File: src/mexp_pkg.sv
// Package for the modular exponentiation block.
// Holds the sequencer state type and the register index codes. No dependencies.
`default_nettype none

package mexp_pkg;

   // Sequencer states of the square-and-multiply controller.
   typedef enum logic [2:0] {
      ST_IDLE,
      ST_REDUCE,
      ST_SQUARE,
      ST_MULT,
      ST_HOLD
   } mexp_state_type;

   // Register index codes of the configuration port.
   localparam int unsigned CSR_INDEX_WIDTH = 2;
   localparam logic [CSR_INDEX_WIDTH-1:0] CSR_EXPONENT = 2'd0;
   localparam logic [CSR_INDEX_WIDTH-1:0] CSR_MODULUS  = 2'd1;

endpackage

`default_nettype wire

File: src/mexp_modmul.sv
// Bit-serial modular multiplier: product = (a * b) mod m, one bit of b per cycle.
// Stand-alone module, no package dependency; instantiated by modular_exponentiation.
`default_nettype none

module mexp_modmul #(
   parameter int unsigned WORD_WIDTH = 32
) (
   input  wire logic                  clock,
   input  wire logic                  reset,
   input  wire logic                  start,
   input  wire logic [WORD_WIDTH-1:0] operand_a,
   input  wire logic [WORD_WIDTH-1:0] operand_b,
   input  wire logic [WORD_WIDTH-1:0] modulus,
   output logic                       busy,
   output logic                       done,
   output logic [WORD_WIDTH-1:0]      product
);

   localparam int unsigned CNT_WIDTH = (WORD_WIDTH > 1) ? $clog2(WORD_WIDTH) : 1;
   localparam logic [CNT_WIDTH-1:0] CNT_LAST = CNT_WIDTH'(WORD_WIDTH - 1);

   logic [WORD_WIDTH-1:0] acc_ff, acc_in;
   logic [WORD_WIDTH-1:0] a_ff;
   logic [WORD_WIDTH-1:0] b_ff;
   logic [WORD_WIDTH-1:0] m_ff;
   logic [CNT_WIDTH-1:0]  cnt_ff;
   logic                  busy_ff;
   logic                  done_ff;

   logic [WORD_WIDTH+1:0] sum;
   logic [WORD_WIDTH+1:0] m_one;
   logic [WORD_WIDTH+1:0] m_two;
   logic [WORD_WIDTH+1:0] sub_one;
   logic [WORD_WIDTH+1:0] sub_two;

   // The operands are below m, so 2*acc + a stays below 3*m and at most
   // two subtractions of m bring it back into range.
   always_comb begin
      sum     = {1'b0, acc_ff, 1'b0} + {2'b00, (b_ff[WORD_WIDTH-1] ? a_ff : '0)};
      m_one   = {2'b00, m_ff};
      m_two   = {1'b0, m_ff, 1'b0};
      sub_one = sum - m_one;
      sub_two = sum - m_two;
      if (sum >= m_two) begin
         acc_in = sub_two[WORD_WIDTH-1:0];
      end else if (sum >= m_one) begin
         acc_in = sub_one[WORD_WIDTH-1:0];
      end else begin
         acc_in = sum[WORD_WIDTH-1:0];
      end
   end

   always_ff @(posedge clock) begin
      if (reset) begin
         busy_ff <= 1'b0;
         done_ff <= 1'b0;
         cnt_ff  <= '0;
      end else begin
         done_ff <= 1'b0;
         if (start) begin
            busy_ff <= 1'b1;
            cnt_ff  <= '0;
         end else if (busy_ff) begin
            cnt_ff <= cnt_ff + 1'b1;
            if (cnt_ff == CNT_LAST) begin
               busy_ff <= 1'b0;
               done_ff <= 1'b1;
            end
         end
      end
   end

   always_ff @(posedge clock) begin
      if (start) begin
         acc_ff <= '0;
         a_ff   <= operand_a;
         b_ff   <= operand_b;
         m_ff   <= modulus;
      end else if (busy_ff) begin
         acc_ff <= acc_in;
         b_ff   <= {b_ff[WORD_WIDTH-2:0], 1'b0};
      end
   end

   assign busy    = busy_ff;
   assign done    = done_ff;
   assign product = acc_ff;

endmodule

`default_nettype wire

File: src/modular_exponentiation.sv
// All work runs through the bit-serial modular multiplier, which is used once to reduce
// the input and once per square and per multiply.
// One item is in work at a time; the next is accepted as soon as the result is registered.
// Synchronous active-high reset clears control state; exponent resets to 1, modulus to 2.
`default_nettype none

module modular_exponentiation
   import mexp_pkg::*;
#(
   parameter int unsigned WORD_WIDTH = 32
) (
   input  wire logic                       clock,
   input  wire logic                       reset,
   input  wire logic                       req_valid,
   output logic                            req_stall,
   input  wire logic [WORD_WIDTH-1:0]      req_message_value,
   output logic                            rsp_valid,
   input  wire logic                       rsp_stall,
   output logic [WORD_WIDTH-1:0]           rsp_result_value,
   input  wire logic                       csr_write_enable,
   input  wire logic [CSR_INDEX_WIDTH-1:0] csr_index,
   input  wire logic [WORD_WIDTH-1:0]      csr_write_data
);

   localparam int unsigned BIT_CNT_WIDTH = (WORD_WIDTH > 1) ? $clog2(WORD_WIDTH) : 1;
   localparam logic [BIT_CNT_WIDTH-1:0] BIT_LAST = BIT_CNT_WIDTH'(WORD_WIDTH - 1);
   localparam logic [WORD_WIDTH-1:0] WORD_ONE = WORD_WIDTH'(1);

   mexp_state_type state_ff, state_in;

   logic [WORD_WIDTH-1:0]    exponent_ff;
   logic [WORD_WIDTH-1:0]    modulus_ff;
   logic [WORD_WIDTH-1:0]    msg_ff;
   logic [WORD_WIDTH-1:0]    base_ff;
   logic [WORD_WIDTH-1:0]    acc_ff;
   logic [WORD_WIDTH-1:0]    exp_ff;
   logic [BIT_CNT_WIDTH-1:0] bit_cnt_ff;
   logic                     launch_ff, launch_in;
   logic                     rsp_valid_ff, rsp_valid_in;
   logic [WORD_WIDTH-1:0]    rsp_value_ff;

   logic                     req_take;
   logic                     base_load;
   logic                     acc_load;
   logic                     exp_advance;
   logic                     rsp_load;
   logic                     last_bit;
   logic                     out_free;

   logic [WORD_WIDTH-1:0]    mul_a;
   logic [WORD_WIDTH-1:0]    mul_b;
   logic                     mul_busy;
   logic                     mul_done;
   logic [WORD_WIDTH-1:0]    mul_product;

   // Configuration registers.
   always_ff @(posedge clock) begin
      if (reset) begin
         exponent_ff <= WORD_ONE;
         modulus_ff  <= WORD_WIDTH'(2);
      end else if (csr_write_enable) begin
         case (csr_index)
            CSR_EXPONENT: exponent_ff <= csr_write_data;
            CSR_MODULUS:  modulus_ff  <= csr_write_data;
            default: ;
         endcase
      end
   end

   assign req_stall = (state_ff != ST_IDLE);
   assign req_take  = req_valid && !req_stall;
   assign last_bit  = (bit_cnt_ff == BIT_LAST);
   assign out_free  = !rsp_valid_ff || !rsp_stall;

   // Next state.
   always_comb begin
      state_in = state_ff;
      case (state_ff)
         ST_IDLE: begin
            if (req_take) state_in = ST_REDUCE;
         end
         ST_REDUCE: begin
            if (mul_done) state_in = ST_SQUARE;
         end
         ST_SQUARE: begin
            if (mul_done) begin
               if (exp_ff[WORD_WIDTH-1]) begin
                  state_in = ST_MULT;
               end else if (last_bit) begin
                  state_in = ST_HOLD;
               end
            end
         end
         ST_MULT: begin
            if (mul_done) state_in = last_bit ? ST_HOLD : ST_SQUARE;
         end
         ST_HOLD: begin
            if (out_free) state_in = ST_IDLE;
         end
         default: state_in = ST_IDLE;
      endcase
   end

   // Control outputs of the sequencer.
   always_comb begin
      base_load   = 1'b0;
      acc_load    = 1'b0;
      exp_advance = 1'b0;
      launch_in   = 1'b0;
      rsp_load    = 1'b0;
      case (state_ff)
         ST_IDLE: begin
            launch_in = req_take;
         end
         ST_REDUCE: begin
            base_load = mul_done;
            launch_in = mul_done;
         end
         ST_SQUARE: begin
            acc_load    = mul_done;
            exp_advance = mul_done && !exp_ff[WORD_WIDTH-1];
            launch_in   = mul_done && (exp_ff[WORD_WIDTH-1] || !last_bit);
         end
         ST_MULT: begin
            acc_load    = mul_done;
            exp_advance = mul_done;
            launch_in   = mul_done && !last_bit;
         end
         ST_HOLD: begin
            rsp_load = out_free;
         end
         default: ;
      endcase
   end

   // Operand selection for the shared multiplier.
   always_comb begin
      case (state_ff)
         ST_REDUCE: begin
            mul_a = WORD_ONE;
            mul_b = msg_ff;
         end
         ST_MULT: begin
            mul_a = acc_ff;
            mul_b = base_ff;
         end
         default: begin
            mul_a = acc_ff;
            mul_b = acc_ff;
         end
      endcase
   end

   assign rsp_valid_in = rsp_load || (rsp_valid_ff && rsp_stall);

   always_ff @(posedge clock) begin
      if (reset) begin
         state_ff     <= ST_IDLE;
         launch_ff    <= 1'b0;
         rsp_valid_ff <= 1'b0;
         bit_cnt_ff   <= '0;
      end else begin
         state_ff     <= state_in;
         launch_ff    <= launch_in;
         rsp_valid_ff <= rsp_valid_in;
         if (req_take) begin
            bit_cnt_ff <= '0;
         end else if (exp_advance) begin
            bit_cnt_ff <= bit_cnt_ff + 1'b1;
         end
      end
   end

   // Reducing 1 * msg through the multiplier leaves msg mod m in the base register.
   always_ff @(posedge clock) begin
      if (req_take) begin
         msg_ff <= req_message_value;
         exp_ff <= exponent_ff;
      end else if (exp_advance) begin
         exp_ff <= {exp_ff[WORD_WIDTH-2:0], 1'b0};
      end
      if (base_load) begin
         base_ff <= mul_product;
         acc_ff  <= (modulus_ff == WORD_ONE) ? '0 : WORD_ONE;
      end else if (acc_load) begin
         acc_ff <= mul_product;
      end
      if (rsp_load) begin
         rsp_value_ff <= (modulus_ff == '0) ? '0 : acc_ff;
      end
   end

   mexp_modmul #(
      .WORD_WIDTH(WORD_WIDTH)
   ) u_modmul (
      .clock     (clock),
      .reset     (reset),
      .start     (launch_ff),
      .operand_a (mul_a),
      .operand_b (mul_b),
      .modulus   (modulus_ff),
      .busy      (mul_busy),
      .done      (mul_done),
      .product   (mul_product)
   );

   assign rsp_valid        = rsp_valid_ff;
   assign rsp_result_value = rsp_value_ff;

   // A new multiplication is never launched while one is still running.
   a_no_launch_busy: assert property (@(posedge clock) disable iff (reset)
      launch_ff |-> !mul_busy)
      else $error("multiplier launched while busy");

   // Multiplier completions arrive only in the computing states.
   a_done_in_compute: assert property (@(posedge clock) disable iff (reset)
      mul_done |-> (state_ff == ST_REDUCE || state_ff == ST_SQUARE || state_ff == ST_MULT))
      else $error("multiplier completion outside computation");

   // A result appears only after the sequencer has finished an item.
   a_result_from_hold: assert property (@(posedge clock) disable iff (reset)
      $rose(rsp_valid_ff) |-> $past(state_ff) == ST_HOLD)
      else $error("result registered without a finished item");

   // Every result lies below a nonzero modulus.
   a_result_range: assert property (@(posedge clock) disable iff (reset)
      rsp_valid_ff |-> (modulus_ff == '0 || rsp_value_ff < modulus_ff))
      else $error("result not reduced below modulus");

endmodule

`default_nettype wire
File: config.mk
export PLATFORM = sky130hd
export DESIGN_NAME = modular_exponentiation
export DESIGN_NICKNAME = d
export VERILOG_FILES = /design/src/mexp_pkg.sv /design/src/mexp_modmul.sv /design/src/modular_exponentiation.sv
export SDC_FILE = /design/constraint.sdc
export NUM_CORES = 1
export LEC_CHECK = 0
export BUFFER_PORTS_ARGS = -buffer_cell sky130_fd_sc_hd__buf_2
export CAP_MARGIN = 30
export CELL_PAD_IN_SITES_DETAIL_PLACEMENT = 1
export CELL_PAD_IN_SITES_GLOBAL_PLACEMENT = 2
export CORE_MARGIN = 2
export CORE_UTILIZATION = 44
export DETAILED_ROUTE_END_ITERATION = 8
export GPL_ROUTABILITY_DRIVEN = 0
export PLACE_DENSITY = 0.95
export SYNTH_ARGS = -nofsm -noshare
export SYNTH_HDL_FRONTEND = slang
export SYNTH_SLANG_ARGS = --single-unit
File: constraint.sdc
create_clock -name clock -period 7.6 [get_ports clock]
set_input_delay 1.52 -clock clock [delete_from_list [all_inputs] [get_ports clock]]
set_output_delay 1.52 -clock clock [all_outputs]
set_load 0.01 [all_outputs]
==> results.py <==
metrics = {
    "run_status": {
        "status": "finished clean",
    },
    "sta": {
        "slew_viol_final": 0,
        "tns_ns": 0,
        "finClkSkew_ns": 0.04394,
        "hold_violations": 0,
        "setup_viol": 0,
        "timing.final.crit_period_ns": 6.569,
        "maxSlewHeadroom_pct": 42.12,
        "clock.fmax_mhz": 152.2,
        "worst_pin_slew_ns": 0.8682,
        "rsz0062_at_grt": "no",
        "timing.final.crit_share_pct": 86.43,
    },
    "clock_tree": {
        "cts_made_buffers": 42,
        "cts_buffer_depth": 3,
        "cts.reportedPaths.clkPinSlew_ns": 0.07,
        "htreeDepth": 2,
        "tritoncts": "yes",
        "post_cts_buffers": 0,
        "insertion_delay_ns": 0.60,
        "cts-root-buf": "clkbuf_16",
        "cts_repair_resize_count": 0,
        "cts_sinks": 369,
        "holdBufCountCts": 0,
    },
    "logic_synthesis": {
        "synth_edf_count": 256,
        "synth_seq_cells": 369,
        "ys.flop_type": "edfxtp_1",
        "synthXorXnorAreaFrac_pct": 3.604,
        "synth_area_mm2": 0.01969,
        "synth_compound_area_share_pct": 13.37,
        "ys_types": 75,
        "yosysWarnings": 0,
        "synthSimpleGateAreaFrac_pct": 16.00,
        "synth_top_cell_by_area": "edfxtp_1",
        "seq_area_frac_synth_pct": 50.54,
        "synth_commonest_cells": "256 x edfxtp_1, 228 x nand2_1, 167 x a21oi_1",
        "synthAdderAreaFrac_pct": 6.598,
        "synth_top_area_share_pct": 39.05,
        "muxShareOfSynthArea_pct": 6.877,
        "synthCells": 1898,
        "syn_avg_cell_area_um2": 10.37,
        "synth_top_family_by_area": "simple AND/OR/NAND/NOR gates",
        "synth-async-reset-ratio_pct": 0,
        "synthTopCellsByArea": "edfxtp_1 39%, dfxtp_1 11%, ha_1 6.3%",
        "syn_nets": 2071,
        "yosysMostFrequentCell": "edfxtp_1",
    },
    "layout": {
        "fillCellCount": 4868,
        "syn_to_final_growth_pct": 13.02,
        "seqCellArea_mm2": 0.009956,
        "fin_util_pct": 50.31,
        "multi_input_area_mm2": 0.009186,
        "antenna_cells": 0,
        "num-nets-final": 2150,
        "drive_gt1_share_pct": 14.09,
    },
    "worst_hold_path": {
        "hold_class": "reg2reg",
        "hold_depth": 0,
    },
    "global_route": {
        "grt_max_degree": 77,
        "grt_pass1_wl_um": 86550,
        "grt_overflow": 0,
        "grt_pass1_vias": 15380,
        "antenna_found_initial": 0,
        "grt_use_total_pct": 23.37,
    },
    "placed_design": {
        "hpwl_um": 38450,
        "io_buffers": 104,
    },
    "setup_path": {
        "worstSetupStartpointType": "flop",
        "reg2reg_depth": 22,
        "end_kind": "flop",
        "worstSetupPathType": "reg2reg",
        "cp.arrival_ns": 6.99,
        "cp_max_fo": 37,
        "required_ns": 8.02,
    },
    "die": {
        "die_h_um": 215.5,
        "dieWidth_um": 215.5,
        "start_util_pct": 44.52,
        "dieArea_mm2": 0.04645,
        "core_area_mm2": 0.04422,
        "pin_count": 105,
        "num_rows": 77,
    },
    "routing": {
        "totalWireLength_um": 53920,
        "drc_errors": 0,
        "routed-via-count": 14710,
        "wire_per_inst_um": 20.74,
        "postRouteAntennaNets": 0,
        "drt-vias-per-instance": 5.656,
        "dr.pass1.iters": 5,
        "drt_iter0_drc": 1103,
    },
    "power": {
        "p_leak_nw": 8.527,
        "p_per_area_mw_per_mm2": 376.9,
        "p_total_mw": 8.386,
        "ir_worst_vdd_mv": 0.1870,
    },
    "run": {
        "maxCapViolations": 0,
    },
}
placed cells by master, fill, tap and decap left out, types with 7 or more instances in the layout:
master,count
nor4_1,9
xor2_1,33
nand2_1,228
mux2_2,69
a211oi_1,27
o21a_1,14
xnor2_1,48
buf_4,17
or3_1,7
clkinv_1,8
and3_1,15
nand2b_1,11
nor3b_1,7
inv_1,62
o21bai_1,7
a21oi_1,166
a31oi_1,17
edfxtp_1,256
o21ai_1,9
a21o_1,30
ha_1,99
nand4_1,15
nor2_1,97
nor2b_1,112
buf_2,104
nand3_1,24
dfxtp_1,110
mux2i_1,52
o21ai_0,90
clkbuf_16,44
nor3_1,37
o32ai_1,7
and2_1,42
o211ai_1,8
per-stage QoR:
stage / std cells / worst slack [ns] / hold slack [ns] / instance area [um^2]
3_5_place_dp: 2524 / 1.084 / 0.4434 / 20840
6_report: 2600 / 1.031 / 0.4491 / 22250
4_1_cts: 2599 / 1.011 / 0.4458 / 22230
5_1_grt: 2600 / 0.3865 / 0.4680 / 22250
2_1_floorplan: 1898 / 2.569 / 0.4064 / 19690
3_3_place_gp: 2521 / 1.382 / 0.4361 / 20760
cells by family (layout without fill, tap and decap cells):
group | count (synthesis) | after routing
AO/OA/AOI/OAI | 429 | 429
flip-flops | 369 | 369
adder cells (fa/ha/maj) | 102 | 102
buffers and inverters | 152 | 262
XOR/XNOR | 81 | 81
multiplexers | 126 | 126
AND/OR/NAND/NOR | 639 | 639
state kept, by name, indices dropped and copies added, names as in the netlist, 3 cells and up:
| signal | count |
|---|---|
| acc_ff | 32 |
| base_ff | 32 |
| exp_ff | 32 |
| exponent_ff | 32 |
| modulus_ff | 32 |
| msg_ff | 32 |
| rsp_result_value | 32 |
| u_modmul.a_ff | 32 |
| u_modmul.b_ff | 32 |
| u_modmul.m_ff | 32 |
| u_modmul.product | 32 |
| bit_cnt_ff | 5 |
| u_modmul.cnt_ff | 5 |
| state_ff | 3 |
layout make-up:
class | instances | area share [%]
well taps | 592 | 3.329
flip-flops and latches | 369 | 44.75
clock buffers | 48 | 5.017
multi-input cells | 1377 | 41.29
repair buffers | 125 | 3.341
inverters | 62 | 1.046
clock inverters | 27 | 1.226
worst max-delay path, cell delays in order, from the launching register on:
cell and delay, ns:
edfxtp_1 0.87, nand2_1 0.24, inv_1 0.11, ha_1 0.24
a211oi_1 0.26, o21ai_1 0.20, o2111ai_1 0.29, a21oi_1 0.19
o21ai_0 0.34, o21ai_0 0.18, xor2_1 0.44, ha_1 0.40
a21oi_1 0.38, nor3b_1 0.11, a221oi_1 0.26, o21ai_0 0.17
a211oi_1 0.23, a21oi_1 0.17, a21oi_4 0.24, buf_4 0.43
mux2_2 0.39, mux2i_1 0.15, a211oi_1 0.09
where the power goes:
part | switching, mW | internal [mW]
registers | 0.158 | 2.37
logic | 2.29 | 1.50
clock network | 0.867 | 1.20
worst paths after layout:
path / slack (ns) / to / from
max reg2reg: 1.03 / u_modmul.product[22] / u_modmul.b_ff[31]
max: 1.03 / u_modmul.product[22] / u_modmul.b_ff[31]
min reg2reg: 0.45 / u_modmul.m_ff[5] / modulus_ff[5]
min: 0.45 / u_modmul.m_ff[5] / modulus_ff[5]
routing by layer:
layer / vias to the layer above / share of wire, % / track usage, %
li1: 7021 / - / -
met1: 7277 / 47 / 32.53
met5: - / 0 / 0
met3: 67 / 4.4 / 3.115
met4: 0 / 2.1 / 6.276
met2: 341 / 47 / 38.44
Note: power is estimated with default switching activity, not from simulation.
